**config.mk**
```make
export PLATFORM = sky130hd
export DESIGN_NAME = triple_buffer_swap_controller_flat
export DESIGN_NICKNAME = d
export VERILOG_FILES = /design/src/hw/rtl/tbs_pkg.sv /design/src/hw/rtl/tbs_cmd_if.sv /design/src/hw/rtl/tbs_res_if.sv /design/src/hw/rtl/tbs_in_stage.sv /design/src/hw/rtl/tbs_core.sv /design/src/hw/rtl/tbs_out_stage.sv /design/src/hw/rtl/triple_buffer_swap_controller.sv /design/src/flat_wrapper.sv
export SDC_FILE = /design/constraint.sdc
export NUM_CORES = 1
export LEC_CHECK = 0
export BUFFER_PORTS_ARGS = -buffer_cell sky130_fd_sc_hd__buf_2
export CAP_MARGIN = 20
export CORE_MARGIN = 3
export CORE_UTILIZATION = 35
export CTS_CLUSTER_DIAMETER = 60
export DETAILED_ROUTE_END_ITERATION = 10
export GPL_TIMING_DRIVEN = 0
export PLACE_DENSITY = 0.59
export SLEW_MARGIN = 10
export SYNTH_ARGS = -nofsm -noshare
export SYNTH_HDL_FRONTEND = slang
export SYNTH_SLANG_ARGS = --single-unit
```
**constraint.sdc**
```tcl
create_clock -name clk -period 6.91 [get_ports clk]
set_input_delay 0.691 -clock clk [delete_from_list [all_inputs] [get_ports clk]]
set_output_delay 0.691 -clock clk [all_outputs]
set_load 0.02 [all_outputs]
```
**src/hw/rtl/tbs_pkg.sv**
```systemverilog
// shared types and constants for the triple buffer swap controller
package tbs_pkg;

    // largest lock count a consumer group may hold
    localparam int MAX_LOCKS = 255;

    localparam int LOCK_W = 8;

    // effective limit, clipped to what the 8-bit count can hold
    localparam int LOCK_LIMIT_I = (MAX_LOCKS < 255) ? MAX_LOCKS : 255;
    localparam logic [LOCK_W-1:0] LOCK_LIMIT = LOCK_LIMIT_I[LOCK_W-1:0];

    localparam int SLOT_W = 2;
    localparam int INDEX_W = 32;
    localparam int READY_INDEX_W = 31;

    // frame index that marks an empty slot
    localparam logic signed [INDEX_W-1:0] EMPTY_INDEX = -32'sd1;

    // reset roles of the three slots
    localparam logic [SLOT_W-1:0] FRONT_RESET = 2'd0;
    localparam logic [SLOT_W-1:0] MIDDLE_RESET = 2'd1;
    localparam logic [SLOT_W-1:0] BACK_RESET = 2'd2;

    typedef enum logic [1:0] {
        CMD_LOCK    = 2'd0,
        CMD_UNLOCK  = 2'd1,
        CMD_PUBLISH = 2'd2,
        CMD_NONE    = 2'd3
    } command_t;

    // one input item
    typedef struct packed {
        logic [1:0]                command;
        logic signed [INDEX_W-1:0] frame_index;
    } cmd_item_t;

    // one result item
    typedef struct packed {
        logic [SLOT_W-1:0]        slot;
        logic                     ready_res;
        logic [READY_INDEX_W-1:0] ready_frame_index;
        logic                     error;
        logic [LOCK_W-1:0]        locks_held;
    } res_item_t;

endpackage

```
**src/hw/rtl/tbs_cmd_if.sv**
```systemverilog
// command channel carrying lock, unlock and publish items
interface tbs_cmd_if;
    import tbs_pkg::*;

    logic                      valid;
    logic                      ready;
    logic [1:0]                command;
    logic signed [INDEX_W-1:0] frame_index;

    modport source (output valid, output command, output frame_index, input ready);
    modport sink (input valid, input command, input frame_index, output ready);
endinterface

```
**src/hw/rtl/tbs_res_if.sv**
```systemverilog
// result channel carrying one item per accepted command
interface tbs_res_if;
    import tbs_pkg::*;

    logic                     valid;
    logic                     ready;
    logic [SLOT_W-1:0]        slot;
    logic                     ready_res;
    logic [READY_INDEX_W-1:0] ready_frame_index;
    logic                     error;
    logic [LOCK_W-1:0]        locks_held;

    modport source (
        output valid, output slot, output ready_res, output ready_frame_index,
        output error, output locks_held, input ready
    );
    modport sink (
        input valid, input slot, input ready_res, input ready_frame_index,
        input error, input locks_held, output ready
    );
endinterface

```
**src/hw/rtl/tbs_in_stage.sv**
```systemverilog
// input register holding the next command item
module tbs_in_stage
    import tbs_pkg::*;
(
    input  logic          clk,
    input  logic          rst_n,
    tbs_cmd_if.sink       cmd,
    input  logic          advance,
    output logic          item_valid,
    output cmd_item_t     item
);

    logic      valid_reg;
    logic      valid_next;
    cmd_item_t item_reg;
    logic      take;

    // free when empty or when the held item moves on this cycle
    assign cmd.ready = !valid_reg || advance;
    assign take = cmd.valid && cmd.ready;

    always_comb
    begin
        valid_next = valid_reg;
        if (take)
        begin
            valid_next = 1'b1;
        end
        else if (advance)
        begin
            valid_next = 1'b0;
        end
    end

    always_ff @(posedge clk or negedge rst_n)
    begin
        if (!rst_n)
        begin
            valid_reg <= 1'b0;
        end
        else
        begin
            valid_reg <= valid_next;
        end
    end

    // payload capture
    always_ff @(posedge clk or negedge rst_n)
    begin
        if (!rst_n)
        begin
            item_reg <= '0;
        end
        else if (take)
        begin
            item_reg.command <= cmd.command;
            item_reg.frame_index <= cmd.frame_index;
        end
    end

    assign item_valid = valid_reg;
    assign item = item_reg;

endmodule

```
**src/hw/rtl/tbs_core.sv**
```systemverilog
// slot roles, lock count and per-role frame indexes with the swap logic
module tbs_core
    import tbs_pkg::*;
(
    input  logic      clk,
    input  logic      rst_n,
    input  logic      advance,
    input  cmd_item_t item,
    output res_item_t result
);

    // frame indexes travel with their role, so no indexed read is needed
    logic [SLOT_W-1:0]         front_reg, front_next;
    logic [SLOT_W-1:0]         middle_reg, middle_next;
    logic [SLOT_W-1:0]         back_reg, back_next;
    logic signed [INDEX_W-1:0] front_idx_reg, front_idx_next;
    logic signed [INDEX_W-1:0] middle_idx_reg, middle_idx_next;
    logic signed [INDEX_W-1:0] back_idx_reg, back_idx_next;
    logic [LOCK_W-1:0]         count_reg, count_next;
    logic [LOCK_W-1:0]         count_dec;
    command_t                  cmd;

    assign cmd = command_t'(item.command);
    assign count_dec = count_reg - 1'b1;

    // next state and result for the held item
    always_comb
    begin
        front_next = front_reg;
        middle_next = middle_reg;
        back_next = back_reg;
        front_idx_next = front_idx_reg;
        middle_idx_next = middle_idx_reg;
        back_idx_next = back_idx_reg;
        count_next = count_reg;
        result.slot = front_reg;
        result.ready_res = 1'b0;
        result.ready_frame_index = '0;
        result.error = 1'b0;

        unique case (cmd)
            CMD_LOCK:
            begin
                if (count_reg >= LOCK_LIMIT)
                begin
                    count_next = LOCK_LIMIT;
                    result.error = 1'b1;
                end
                else
                begin
                    count_next = count_reg + 1'b1;
                end
            end
            CMD_UNLOCK:
            begin
                if (count_reg == '0)
                begin
                    result.error = 1'b1;
                end
                else
                begin
                    count_next = count_dec;
                    // last lock gone: promote a newer middle frame
                    if (count_dec == '0 && middle_idx_reg != EMPTY_INDEX
                        && middle_idx_reg > front_idx_reg)
                    begin
                        front_next = middle_reg;
                        middle_next = front_reg;
                        front_idx_next = middle_idx_reg;
                        middle_idx_next = front_idx_reg;
                        result.slot = middle_reg;
                        result.ready_res = 1'b1;
                        result.ready_frame_index = middle_idx_reg[READY_INDEX_W-1:0];
                    end
                end
            end
            CMD_PUBLISH:
            begin
                if (count_reg != '0)
                begin
                    // front is held: new frame waits in middle
                    back_next = middle_reg;
                    middle_next = back_reg;
                    back_idx_next = middle_idx_reg;
                    middle_idx_next = item.frame_index;
                    result.slot = middle_reg;
                end
                else
                begin
                    // front is free: new frame goes straight to front
                    front_next = back_reg;
                    back_next = front_reg;
                    front_idx_next = item.frame_index;
                    back_idx_next = front_idx_reg;
                    result.slot = front_reg;
                    if (item.frame_index != EMPTY_INDEX)
                    begin
                        result.ready_res = 1'b1;
                        result.ready_frame_index = item.frame_index[READY_INDEX_W-1:0];
                    end
                end
            end
            default:
            begin
                result.slot = front_reg;
            end
        endcase

        result.locks_held = count_next;
    end

    // control state
    always_ff @(posedge clk or negedge rst_n)
    begin
        if (!rst_n)
        begin
            front_reg <= FRONT_RESET;
            middle_reg <= MIDDLE_RESET;
            back_reg <= BACK_RESET;
            front_idx_reg <= EMPTY_INDEX;
            middle_idx_reg <= EMPTY_INDEX;
            back_idx_reg <= EMPTY_INDEX;
            count_reg <= '0;
        end
        else if (advance)
        begin
            front_reg <= front_next;
            middle_reg <= middle_next;
            back_reg <= back_next;
            front_idx_reg <= front_idx_next;
            middle_idx_reg <= middle_idx_next;
            back_idx_reg <= back_idx_next;
            count_reg <= count_next;
        end
    end

    // the three roles always name three different slots
    a_roles_distinct: assert property (@(posedge clk) disable iff (!rst_n)
        front_reg != middle_reg && middle_reg != back_reg && front_reg != back_reg)
        else $error("slot roles overlap");

    a_count_limit: assert property (@(posedge clk) disable iff (!rst_n)
        count_reg <= LOCK_LIMIT)
        else $error("lock count beyond limit");

    // a publish with no locks moves the old back slot to front
    a_publish_free: assert property (@(posedge clk) disable iff (!rst_n)
        advance && cmd == CMD_PUBLISH && count_reg == '0
        |=> front_reg == $past(back_reg) && back_reg == $past(front_reg))
        else $error("unlocked publish did not swap front and back");

    a_ready_no_error: assert property (@(posedge clk) disable iff (!rst_n)
        advance && result.ready_res |-> !result.error)
        else $error("ready and error on the same item");

endmodule

```
**src/hw/rtl/tbs_out_stage.sv**
```systemverilog
// result register toward the consumer side
module tbs_out_stage
    import tbs_pkg::*;
(
    input  logic      clk,
    input  logic      rst_n,
    input  logic      result_valid,
    input  res_item_t result,
    output logic      can_take,
    tbs_res_if.source res
);

    logic      valid_reg;
    logic      valid_next;
    res_item_t res_reg;
    logic      load;

    // the register can load when empty or being drained
    assign can_take = !valid_reg || res.ready;
    assign load = result_valid && can_take;

    always_comb
    begin
        valid_next = valid_reg;
        if (load)
        begin
            valid_next = 1'b1;
        end
        else if (res.ready)
        begin
            valid_next = 1'b0;
        end
    end

    always_ff @(posedge clk or negedge rst_n)
    begin
        if (!rst_n)
        begin
            valid_reg <= 1'b0;
        end
        else
        begin
            valid_reg <= valid_next;
        end
    end

    always_ff @(posedge clk)
    begin
        if (load)
        begin
            res_reg <= result;
        end
    end

    assign res.valid = valid_reg;
    assign res.slot = res_reg.slot;
    assign res.ready_res = res_reg.ready_res;
    assign res.ready_frame_index = res_reg.ready_frame_index;
    assign res.error = res_reg.error;
    assign res.locks_held = res_reg.locks_held;

endmodule

```
**src/hw/rtl/triple_buffer_swap_controller.sv**
```systemverilog
// Triple buffer swap controller: tracks which of three frame slots is front, middle and
// back, counts consumer locks on the front slot and swaps roles on unlock and publish.
// Every command item yields exactly one result item. Items pass an input register and then a
// result register, and one item is accepted every cycle as long as the result side keeps
// taking items; the only loop is the update of the role and lock registers. Reset leaves
// all three slots empty with slot 0 in front, slot 1 in middle and slot 2 in back.
module triple_buffer_swap_controller
    import tbs_pkg::*;
(
    input  logic      clk,
    input  logic      rst_n,
    tbs_cmd_if.sink   cmd,
    tbs_res_if.source res
);

    logic      item_valid;
    logic      out_ready;
    cmd_item_t item;
    res_item_t result;
    logic      advance;

    // held item moves into the core when the result register can take it
    assign advance = item_valid && out_ready;

    tbs_in_stage u_in_stage (
        .clk        (clk),
        .rst_n      (rst_n),
        .cmd        (cmd),
        .advance    (advance),
        .item_valid (item_valid),
        .item       (item)
    );

    tbs_core u_core (
        .clk     (clk),
        .rst_n   (rst_n),
        .advance (advance),
        .item    (item),
        .result  (result)
    );

    tbs_out_stage u_out_stage (
        .clk          (clk),
        .rst_n        (rst_n),
        .result_valid (item_valid),
        .result       (result),
        .can_take     (out_ready),
        .res          (res)
    );

endmodule
```
**src/flat_wrapper.sv**
```systemverilog
// flat-port wrapper written by rule: the top's interface ports become plain ports
module triple_buffer_swap_controller_flat import tbs_pkg::*;
  (clk, rst_n, cmd_valid, cmd_command, cmd_frame_index, cmd_ready, res_valid, res_slot, res_ready_res, res_ready_frame_index, res_error, res_locks_held, res_ready);
  tbs_cmd_if cmd_i ();
  tbs_res_if res_i ();
  input  logic clk;
  input  logic rst_n;
  input wire logic [$bits(cmd_i.valid)-1:0] cmd_valid;
  input wire logic [$bits(cmd_i.command)-1:0] cmd_command;
  input wire logic [$bits(cmd_i.frame_index)-1:0] cmd_frame_index;
  output wire logic [$bits(cmd_i.ready)-1:0] cmd_ready;
  output wire logic [$bits(res_i.valid)-1:0] res_valid;
  output wire logic [$bits(res_i.slot)-1:0] res_slot;
  output wire logic [$bits(res_i.ready_res)-1:0] res_ready_res;
  output wire logic [$bits(res_i.ready_frame_index)-1:0] res_ready_frame_index;
  output wire logic [$bits(res_i.error)-1:0] res_error;
  output wire logic [$bits(res_i.locks_held)-1:0] res_locks_held;
  input wire logic [$bits(res_i.ready)-1:0] res_ready;
  assign cmd_i.valid = cmd_valid;
  assign cmd_i.command = cmd_command;
  assign cmd_i.frame_index = cmd_frame_index;
  assign cmd_ready = cmd_i.ready;
  assign res_valid = res_i.valid;
  assign res_slot = res_i.slot;
  assign res_ready_res = res_i.ready_res;
  assign res_ready_frame_index = res_i.ready_frame_index;
  assign res_error = res_i.error;
  assign res_locks_held = res_i.locks_held;
  assign res_i.ready = res_ready;
  triple_buffer_swap_controller u_core (.clk(clk), .rst_n(rst_n), .cmd(cmd_i), .res(res_i));
endmodule
```
# --- Word-level counts from Yosys, hierarchy flattened ---
# Index checks and enable logic that the tools add are counted.
# Widths: inputs -> output; s select.
totals:
  regBits: 157
  out_inout_bits: 45
classes:
  add_sub_neg: 2
  n_lt_le_gt_ge: 2
  n_eq_ne: 8
  muxes: 33
  n_reduce_logical: 18
op_table:
  columns: ["operator", "n"]
  rows:
  - ["$mux 32", 8]
  - ["$pmux 32 s2", 3]
  - ["$mux 34", 2]
  - ["$ne 32x1->1 const B", 2]
  - ["$gt 32x32->1", 1]
  - ["$logic_not 8->1", 2]
  - ["$mux 8", 2]
  - ["$pmux 8 s2", 1]
  - ["$mux 2", 7]
  - ["$pmux 2 s2", 3]
  - ["$reduce_and 5->1", 2]
  - ["$add 8x1->8 const B", 1]
  - ["$ge 8x8->1 const B", 1]
  - ["$ne 2x2->1 const B", 4]
  - ["$reduce_bool 8->1", 1]
  - ["$sub 8x1->8 const B", 1]
  - ["$mux 1", 6]
  - ["$reduce_bool 2->1", 3]
  - ["$logic_and 1x1->1", 4]
  - ["$eq 2x1->1 const B", 1]
  - ["$eq 2x2->1 const B", 1]
  - ["$logic_not 1->1", 2]
  - ["$logic_not 2->1", 1]
  - ["$logic_or 1x1->1", 2]
  - ["2 further kinds", 2]

# --- Logic depth before layout (Yosys ltp) ---
# Gate-level depths: netlist (run 1).
logic_depth:
  depth_word: 7
  ltp_mapped: 12
  depth_no_buf: 9

# --- Cells and area by module ---
# A second synthesis (run 1) with hierarchy kept.
hier_totals:
  cells_unflattened: 737
  area_unflattened_um2: 8670.8
modules_own_cells:
  columns: ["mod", "n_inst", "cells_per_inst", "area_each_um2", "seq_area_each_um2"]
  rows:
  - ["tbs_core", 1, 614, 5855.6, 2034.5]
  - ["tbs_in_stage", 1, 75, 1463.9, 875.8]
  - ["tbs_out_stage", 1, 47, 1345.0, 1316.3]
  - ["triple_buffer_swap_controller", 1, 1, 6.3, 0.0]

# --- Least setup slack after synthesis (run 1) ---
# No wires, ideal clock.
synth_path:
  path_kind: "register to register"
  startpoint: "register u_core.u_core.front_idx_reg[30]"
  endpoint: "register u_core.u_core.front_reg[0]"
  t_arrival_ps: 3019
  path_slack_ps: 3766
  stages_incl_launch_ff: 10
  n_path_buf: 1
  period_less_slack_ps: 3144
  cell_sequence: "dfstp_2 -> inv_1 -> ha_1 -> nand4_1 -> or4_1 -> a41o_1 -> nor3b_4 -> o41ai_4 -> buf_6 -> mux2_4"
synth_via:
  elab_chain_len: 4
synth_rtl:
  columns: ["item", "line_no", "rtl"]
  rows:
  - ["start: declaration", "tbs_core.sv:16", "logic signed [INDEX_W-1:0] front_idx_reg, front_idx_next;"]
  - ["start signal: assignment", "tbs_core.sv:130", "front_idx_reg <= front_idx_next;"]
  - ["$gt 32x32->1", "tbs_core.sv:65", "&& middle_idx_reg > front_idx_reg)"]
  - ["$logic_and 1x1->1", "tbs_core.sv:65", null]
  - ["$ne 2x2->1 (no source line)", null, null]
  - ["$reduce_and 5->1 (no source line)", null, null]
  - ["end signal: assignment", "tbs_core.sv:127", "front_reg <= front_next;"]
  - ["end: declaration", "tbs_core.sv:13", "logic [SLOT_W-1:0] front_reg, front_next;"]
# Every way passes these cells.
# A chain may end at the register's enable or synchronous reset.

==> results.cfg, run 1 <==
[synthesis]
yosys.area_share.xor_xnor = 0.006155
yosys-top-cells-count = 84 x o21ai_0, 79 x inv_1, 75 x mux2_2
synth_top_area_frac = 0.2031
synth.most_common_cell = o21ai_0
synthTopCellsByArea = dfstp_2 20%, edfxtp_1 15%, dfrtp_1 14%
yosys.area_share.simple = 0.09100
synthAdderAreaFrac = 0.05569
syn_avg_cell_area_um2 = 11.20
yosys_warnings = 0
synth-edff-count = 43
synth.cell_area_mm2 = 0.008538
async_flop_share = 0.7261
yosys.cell_types.count = 55
yosysTopAreaCell = dfstp_2
ys_ff_latch = 157
synth_compound_area_frac = 0.1367
syn_nets = 838
ys.flop_type = dfstp_2
synth_top_family_by_area = multiplexers
muxShareOfSynthArea = 0.1581
synthCells = 762
ys_seq_area_frac = 0.4950

[floorplanning]
start_util = 0.3595
ioPinCount = 83
coreArea_mm2 = 0.02375
die-area_mm2 = 0.02631
die_w_um = 162.2
die_h_um = 162.2
rows = 56

[layout]
nFillCells = 2257
utilization = 0.4190
final_nets = 940
area_growth_pct = 16.57
diodes = 0
drive_gt1_frac = 0.3466
largest_register_ffs = 34

[clock_network]
ctsHtreeMaxLevel = 4
root_buffer = clkbuf_16
post-cts-setup-buffers = 0
numCtsBuffers = 17
cts_tree = yes
clk_latency_ns = 0.43
cts_max_path_buffers = 2
cts_num_sinks = 157
postCtsHoldBufs = 0
cts_resized = 0
clk_pin_slew_ns = 0.07

[grt]
grt_pass1_vias = 6202
track_usage = 0.1639
grt_pass1_wl_mm = 33.97
grt-ovfl-total = 0
grt_antenna_before_repair = 0
grt_max_degree = 69

[sta]
fmax_mhz = 265.8
clock_skew_ns = 0.01067
report.final.slew_viol_count = 0
setup_viol = 0
slew_headroom = 0.4255
rsz0062_at_grt = no
tightest_slew_ns = 0.8547
setup_tns_ns = 0
fin_crit_sh = 0.5444
hold_viol = 0
min_period_ns = 3.762

[status]
status = finished clean

[power_and_ir_drop]
powerDensity_mw_per_mm2 = 393.8
p_seq_frac = 0.398
switching_share = 0.3707
pwr-share-clk = 0.232
p_comb_frac = 0.370
p_leak_nw = 4.005
peakVddDrop_mv = 0.2004
switchingPower_mw = 1.453
p_int_mw = 2.467

[route]
firstDrtPassIters = 4
via_count = 6156
wire_per_inst_um = 17.52
drc_errors = 0
vias_per_cell = 5.147
drtIter0Drc = 303
wl_mm = 20.96
postRouteAntennaNets = 0

[worst_setup_path]
r2r_end = u_core.u_out_stage.res.ready_frame_index[1]
critPathKind = reg -> reg
required_ns = 7.18
rr_startpoint = u_core.u_core.count_reg[1]
r2r_slack_ns = 3.15
rr_worst_depth = 12
crit_path_start_kind = flop
critical_path.endpoint_type = flop
cp_max_fo = 10
cp_data_arrival_time_ns = 4.03

[place]
gp_congestion = 0.8417
hpwlAfterDp_mm = 14.42
port_buffers = 82

[min_path]
hold_path_class = in -> async

[flow_run]
maxCapViolations = 0
worst max-delay path: stages (launching register included):
cell and delay (ns):
dfrtp_1 0.38, buf_2 0.17, inv_1 0.12, ha_1 0.15
clkbuf_1 0.33, nand2b_1 0.09, o31ai_1 0.27, a22o_1 0.19
nand4_2 0.26, a41o_2 0.35, nor3_1 0.67, buf_2 0.38
a32o_1 0.23
metal layers:
| layer | wire length (µm) | vias up | track usage | share of wire |
|---|---|---|---|---|
| met5 | 0 | - | 0 | 0 |
| met4 | 304 | 0 | 0.04265 | 0.015 |
| met3 | 750 | 23 | 0.03213 | 0.036 |
| met2 | 9698 | 113 | 0.2589 | 0.46 |
| met1 | 10200 | 3044 | 0.2319 | 0.49 |
| li1 | - | 2976 | - | - |
area by class of cell:
cell class | instances | area, µm² | share of cell area
Sequential cell | 157 | 4227 | 0.4246
Timing Repair Buffer | 83 | 444.2 | 0.04463
Clock buffer | 18 | 429.2 | 0.04312
Clock inverter | 14 | 132.6 | 0.01332
Buffer | 43 | 196.4 | 0.01974
Inverter | 79 | 296.5 | 0.02979
Multi-Input combinational cell | 483 | 3829 | 0.3847
Tap cell | 319 | 399.1 | 0.04010
per-stage QoR:
step                      total power, mW  cells  area (µm²)  setup WS, ns  hold WS, ns
after global placement              2.988   1163        9348         2.721       0.4654
after floorplan                     2.618    762        8538         3.766       0.3954
after detailed placement            3.015   1164        9392         3.262       0.4764
after global routing                4.219   1196        9953         3.075       0.2292
final                               3.920   1196        9953         3.148       0.2065
after CTS                           3.950   1196        9953         3.222       0.2157
power groups by stage:
stage               Clock, mW  Sequential [mW]  Combinational (mW)
CTS                     0.937             1.56                1.46
global route            0.979             1.60                1.64
detailed placement          0             1.57                1.45
floorplan                   0             1.53                1.09
global placement            0             1.57                1.42
finish                  0.910             1.56                1.45
worst max path at each step:
stage | from | endpoint | slack [ns]
after floorplan | u_core.u_core.front_idx_reg[30] | u_core.u_core.front_reg[0] | 3.77
after global placement | res_ready | u_core.u_core.back_reg[0] | 2.72
after detailed placement | u_core.u_core.front_idx_reg[31] | u_core.u_core.front_reg[1] | 3.26
after CTS | u_core.u_core.front_idx_reg[29] | u_core.u_core.front_reg[1] | 3.22
after global routing | u_core.u_core.count_reg[1] | u_core.u_out_stage.res.ready_frame_index[1] | 3.07
final | u_core.u_core.count_reg[1] | u_core.u_out_stage.res.ready_frame_index[1] | 3.15
cells by family after synthesis:
| logic type | count (synthesis) |
|---|---|
| adder cells (fa/ha/maj) | 38 |
| buffers and inverters | 122 |
| multiplexers | 110 |
| flip-flops | 157 |
| XOR/XNOR | 6 |
| AO/OA/AOI/OAI | 175 |
| AND/OR/NAND/NOR | 154 |
cell usage in the layout (no fill, tap or decap), types with 3 or more instances in the layout:
cell and n:
a21o_1 4, a21oi_1 26, a32o_1 31, and2_1 5
and3_1 5, buf_1 3, buf_2 88, buf_6 4
clkbuf_1 30, clkbuf_16 17, clkinv_2 3, dfrtp_1 48
dfstp_2 66, edfxtp_1 43, ha_1 38, inv_1 79
inv_6 5, mux2_1 4, mux2_2 75, mux2_4 30
nand2_1 71, nand2b_1 7, nand3_1 10, nand3b_1 3
nand4_1 22, nor2_1 13, nor4_1 6, o211ai_1 3
o21ai_0 84, o31ai_1 4, xnor2_1 3, xor2_1 3
(Power assumes the default switching activity.)
==> inputs of run 2 (changes only) <==
Clock period 6.91 ns to 3.6 ns, I/O delays scaled along.
==> run 2 against run 1 <==
Effect of this change:
- power rose by 92%
- cell count rose by 0.50%
- sequential power rose by 92%
- global-route usage barely moved
- clock-buffer cell count did not move
- maximum frequency rose by 8.5%
- non-clock buffer count rose by 6
- combinational power rose by 93%
- register-to-register slack got worse by 3.0 ns
- critical path type unchanged
- largest power group unchanged
- highest routed layer unchanged
==> results.cfg, run 2 (synthesis gave the netlist of run 1 again) <==
[floorplanning]
die_h_um = 162.2
coreArea_mm2 = 0.02375
die_w_um = 162.2
ioPinCount = 83
rows = 56
start_util = 0.3595
die-area_mm2 = 0.02631

[grt]
grt_max_degree = 69
grt_antenna_before_repair = 0
grt_pass1_wl_mm = 33.98
track_usage = 0.1640
grt_pass1_vias = 6204
grt-ovfl-total = 0

[place]
gp_congestion = 0.8417
port_buffers = 82
placed_area_mm2 = 0.009392
hpwlAfterDp_mm = 14.42
dp_slack_ns = -0.04756
dp.cells = 1164

[power_and_ir_drop]
p_leak_nw = 4.036
switchingPower_mw = 2.801
switching_share = 0.3711
total_power_mw = 7.546
p_comb_frac = 0.371
p_seq_frac = 0.397
p_int_mw = 4.745
powerDensity_mw_per_mm2 = 753.8
pwr-share-clk = 0.232
peakVddDrop_mv = 0.4153

[layout]
area_growth_pct = 17.25
utilization = 0.4215
fin_cells = 1202
layout_commonest_cell = buf_2
nFillCells = 2256
largest_register_ffs = 34
fin_area_mm2 = 0.01001
layout_common_cells = 86 x buf_2, 84 x o21ai_0, 79 x inv_1
regArea_mm2 = 0.004227
diodes = 0
multiInputGateArea_mm2 = 0.003834
drive_gt1_frac = 0.3511
final_nets = 946

[sta]
fmax_mhz = 288.4
min_period_ns = 3.467
setup_viol = 0
rsz0062_at_grt = no
setup_tns_ns = 0
setup_ws_ns = 0.1325
fin_crit_sh = 0.9632
slew_headroom = 0.4278
hold_ws_ns = 0.1290
report.final.slew_viol_count = 0
tightest_slew_ns = 0.8513
clock_skew_ns = 0.01059
hold_viol = 0

[route]
postRouteAntennaNets = 0
vias_per_cell = 5.156
drtIter0Drc = 305
drc_errors = 0
firstDrtPassIters = 5
wire_per_inst_um = 17.56
wl_mm = 21.11
via_count = 6198

[flow_run]
maxCapViolations = 0

[clock_network]
clk_latency_ns = 0.44
numCtsBuffers = 17
cts_tree = yes
ctsHtreeMaxLevel = 4
root_buffer = clkbuf_16
clk_pin_slew_ns = 0.07
cts_max_path_buffers = 2
cts_num_sinks = 157

[worst_setup_path]
rr_startpoint = u_core.u_core.front_idx_reg[29]
cp_max_fo = 10
required_ns = 3.92
worstPathCellList = inv_1, ha_1, nand4_1, or4_1, a41o_1, nor3b_4, o41ai_4, buf_4, buf_6, mux2_4
crit_start = u_core.u_core.front_idx_reg[29]
cpMaxStageDelayCell = or4_1
cp_data_arrival_time_ns = 3.78
critical_path.endpoint_type = flop
cpPeakStageDelay_ns = 0.64
crit_path_start_kind = flop
critPathKind = reg -> reg

[min_path]
hold_path_class = in -> reg
worstHoldStart = cmd_valid

[status]
status = finished clean
==> run 2: timing repair <==
action | CTS | global route
endpoints found under the hold margin | 23 | 0
buffers inserted | 0 | 5
hold buffers | 1 | 0
cloned | 0 | 0
endpoints found under the setup margin | 54 | 60
pin swaps | 1 | 2
gates resized for setup | 1 | 2
==> run 2: worst max-delay path: cells and delay by family, from the launching register on <==
family | cells | cell delay, ns
AOI/OAI and AO/OA | 2 | 0.63
adders and majority gates | 1 | 0.33
buffers and inverters | 3 | 0.49
DFF | 1 | 0.54
muxes | 1 | 0.31
and+or+nand+nor | 3 | 1.03
==> run 2: power by group through the flow <==
stage               combinational, mW  clock (mW)  sequential [mW]
floorplan                        2.08           0             2.94
global placement                 2.73           0             3.01
detailed placement               2.78           0             3.01
CTS                              2.80        1.80             2.99
global route                     3.17        1.88             3.07
finish                           2.80        1.75             3.00
==> run 2: worst paths after layout <==
path	endpoint	slack [ns]	depth (start not counted)
max in group asynchronous	u_core.u_core.front_idx_reg[22]	2.42	3
min in group asynchronous	u_core.u_in_stage.item[6]	0.44	2
hold / removal	u_core.u_in_stage.item_valid	0.13	2
setup / recovery	u_core.u_core.front_reg[1]	0.13	10
hold reg to reg	u_core.u_out_stage.res.valid	0.49	1
setup reg to reg	u_core.u_core.front_reg[1]	0.13	10
==> run 2: cell type report <==
| class | count | share of cell area |
|---|---|---|
| buffer | 43 | 0.02012 |
| clock buffer | 18 | 0.04287 |
| clock inverter | 14 | 0.01325 |
| inverter | 79 | 0.02962 |
| multi-input combinational | 483 | 0.3830 |
| sequential | 157 | 0.4222 |
| tap | 319 | 0.03987 |
| timing repair buffer | 89 | 0.04912 |
==> run 2: per-layer routing <==
metal | part of all wire | up-vias | global-route usage
met5 | 0 | - | 0
met4 | 0.014 | 0 | 0.04265
met3 | 0.037 | 22 | 0.03213
met2 | 0.46 | 128 | 0.2589
met1 | 0.49 | 3059 | 0.2321
li1 | - | 2989 | -
==> inputs of run 3 (changes only) <==
Settings changed: PLACE_DENSITY 0.59 to not set, SKIP_CTS_REPAIR_TIMING set to 1.
==> run 3 against run 2 <==
Effect of this change:
- global-route usage is 0.26 points higher
- critical path type unchanged
- first-iteration DRC count is 11% higher
- core utilization hardly changed
- via count is 0.32% lower
- critical endpoint is now u_core.u_core.middle_idx_reg[8]
- setup slack worse by 0.046 ns
- cell area hardly changed
- sequential power hardly changed
- power is 1.0% higher
- wire length hardly changed
- clock power is 4% higher
- cell count is 0.33% lower
==> results.cfg, run 3 (synthesis gave the netlist of run 1 again) <==
[status]
status = finished clean

[min_path]
hold_path_class = in -> reg

[layout]
layout_commonest_cell = buf_2
nFillCells = 2287
diodes = 0
drive_gt1_frac = 0.3493
multiInputGateArea_mm2 = 0.003840
final_nets = 942
regArea_mm2 = 0.004227
layout_common_cells = 87 x buf_2, 84 x o21ai_0, 79 x inv_1
largest_register_ffs = 34
area_growth_pct = 17.29

[grt]
grt-ovfl-total = 0
track_usage = 0.1666
grt_pass1_wl_mm = 34.80
grt_max_degree = 75
grt_antenna_before_repair = 0
grt_pass1_vias = 6329

[route]
postRouteAntennaNets = 0
firstDrtPassIters = 5
drc_errors = 0
via_count = 6178
drtIter0Drc = 339
wl_mm = 21.10
vias_per_cell = 5.157
wire_per_inst_um = 17.61

[sta]
fmax_mhz = 284.6
slew_headroom = 0.4170
hold_ws_ns = 0.1479
tightest_slew_ns = 0.8673
rsz0062_at_grt = no
min_period_ns = 3.514
fin_crit_sh = 0.9760
report.final.slew_viol_count = 0
hold_viol = 0
clock_skew_ns = 0.01131
setup_viol = 0

[worst_setup_path]
cp_max_fo = 10
critical_path.endpoint_type = flop
critPathKind = reg -> reg
crit_path_start_kind = flop
required_ns = 3.95
cp_data_arrival_time_ns = 3.87

[clock_network]
cts_tree = yes
clk_pin_slew_ns = 0.07
root_buffer = clkbuf_16
cts_max_path_buffers = 2
numCtsBuffers = 17
clk_latency_ns = 0.43
cts_num_sinks = 157
ctsHtreeMaxLevel = 4

[place]
port_buffers = 82
gp_congestion = 0.8244
hpwlAfterDp_mm = 14.44

[floorplanning]
ioPinCount = 83
die_h_um = 162.2
die_w_um = 162.2
start_util = 0.3595
rows = 56
coreArea_mm2 = 0.02375
die-area_mm2 = 0.02631

[power_and_ir_drop]
peakVddDrop_mv = 0.3163
p_leak_nw = 4.012
powerDensity_mw_per_mm2 = 761.2
total_power_mw = 7.623

[flow_run]
maxCapViolations = 0
[run 3: cell count changes in the layout (fill, tap and decap cells not counted), sizes merged]
cell      change
clkinv        -2
clkinvlp      +1
clkbuf        -2
bufinv        +1
buf           -2
[run 3: worst max-delay path, cell delays in order (launching register included)]
cell     delay, ns
dfstp_2       0.54
inv_1         0.05
ha_1          0.34
nand4_1       0.19
or4_1         0.63
a41o_1        0.29
nor3b_4       0.21
o31ai_4       0.42
buf_2         0.40
mux2_2        0.38
[run 3: final timing paths]
kind / to / from / cells after the start / slack, ns
hold reg to reg: u_core.u_core.back_reg[1] / u_core.u_core.back_reg[1] / 2 / 0.48
hold / removal: u_core.u_in_stage.item_valid / cmd_valid / 2 / 0.15
setup / recovery: u_core.u_core.middle_idx_reg[8] / u_core.u_core.front_idx_reg[31] / 9 / 0.09
setup reg to reg: u_core.u_core.middle_idx_reg[8] / u_core.u_core.front_idx_reg[31] / 9 / 0.09
max in group asynchronous: u_core.u_core.back_reg[1] / rst_n / 3 / 2.42
min in group asynchronous: u_core.u_in_stage.item[15] / rst_n / 2 / 0.42
[run 3: layout make-up]
type                            count  share of cell area
Sequential cell                   157              0.4220
Multi-Input combinational cell    483              0.3834
Timing Repair Buffer               86             0.04685
Clock buffer                       18             0.04285
Tap cell                          319             0.03986
Inverter                           79             0.02961
Buffer                             42             0.01949
Clock inverter                     14             0.01587
[run 3: where the power goes]
part           internal, mW  total (mW)  switching, mW
Sequential             2.55        3.00          0.453
Combinational          1.23        2.81           1.57
Clock                  1.04        1.82          0.781
Total                  4.82        7.62           2.81
[run 3: metrics by stage]
stage | instance area (µm²) | setup WS (ns) | util | std cells | setup TNS, ns
3_3_place_gp | 9348 | -0.1682 | 0.3935 | 1163 | -0.3976
4_1_cts | 9980 | -0.1074 | 0.4201 | 1196 | -2.822
3_5_place_dp | 9392 | -0.08382 | 0.3954 | 1164 | -1.240
2_1_floorplan | 8538 | 0.4563 | - | 762 | 0
5_1_grt | 10010 | 0.006138 | 0.4216 | 1198 | 0
6_report | 10010 | 0.08627 | 0.4216 | 1198 | 0
[run 3: per-layer routing]
layer | vias up | GRT usage | part of all wire
li1 | 2981 | - | -
met1 | 3070 | 0.2397 | 0.50
met2 | 118 | 0.2646 | 0.46
met3 | 9 | 0.03137 | 0.033
met4 | 0 | 0.03296 | 0.0073
met5 | - | 0 | 0
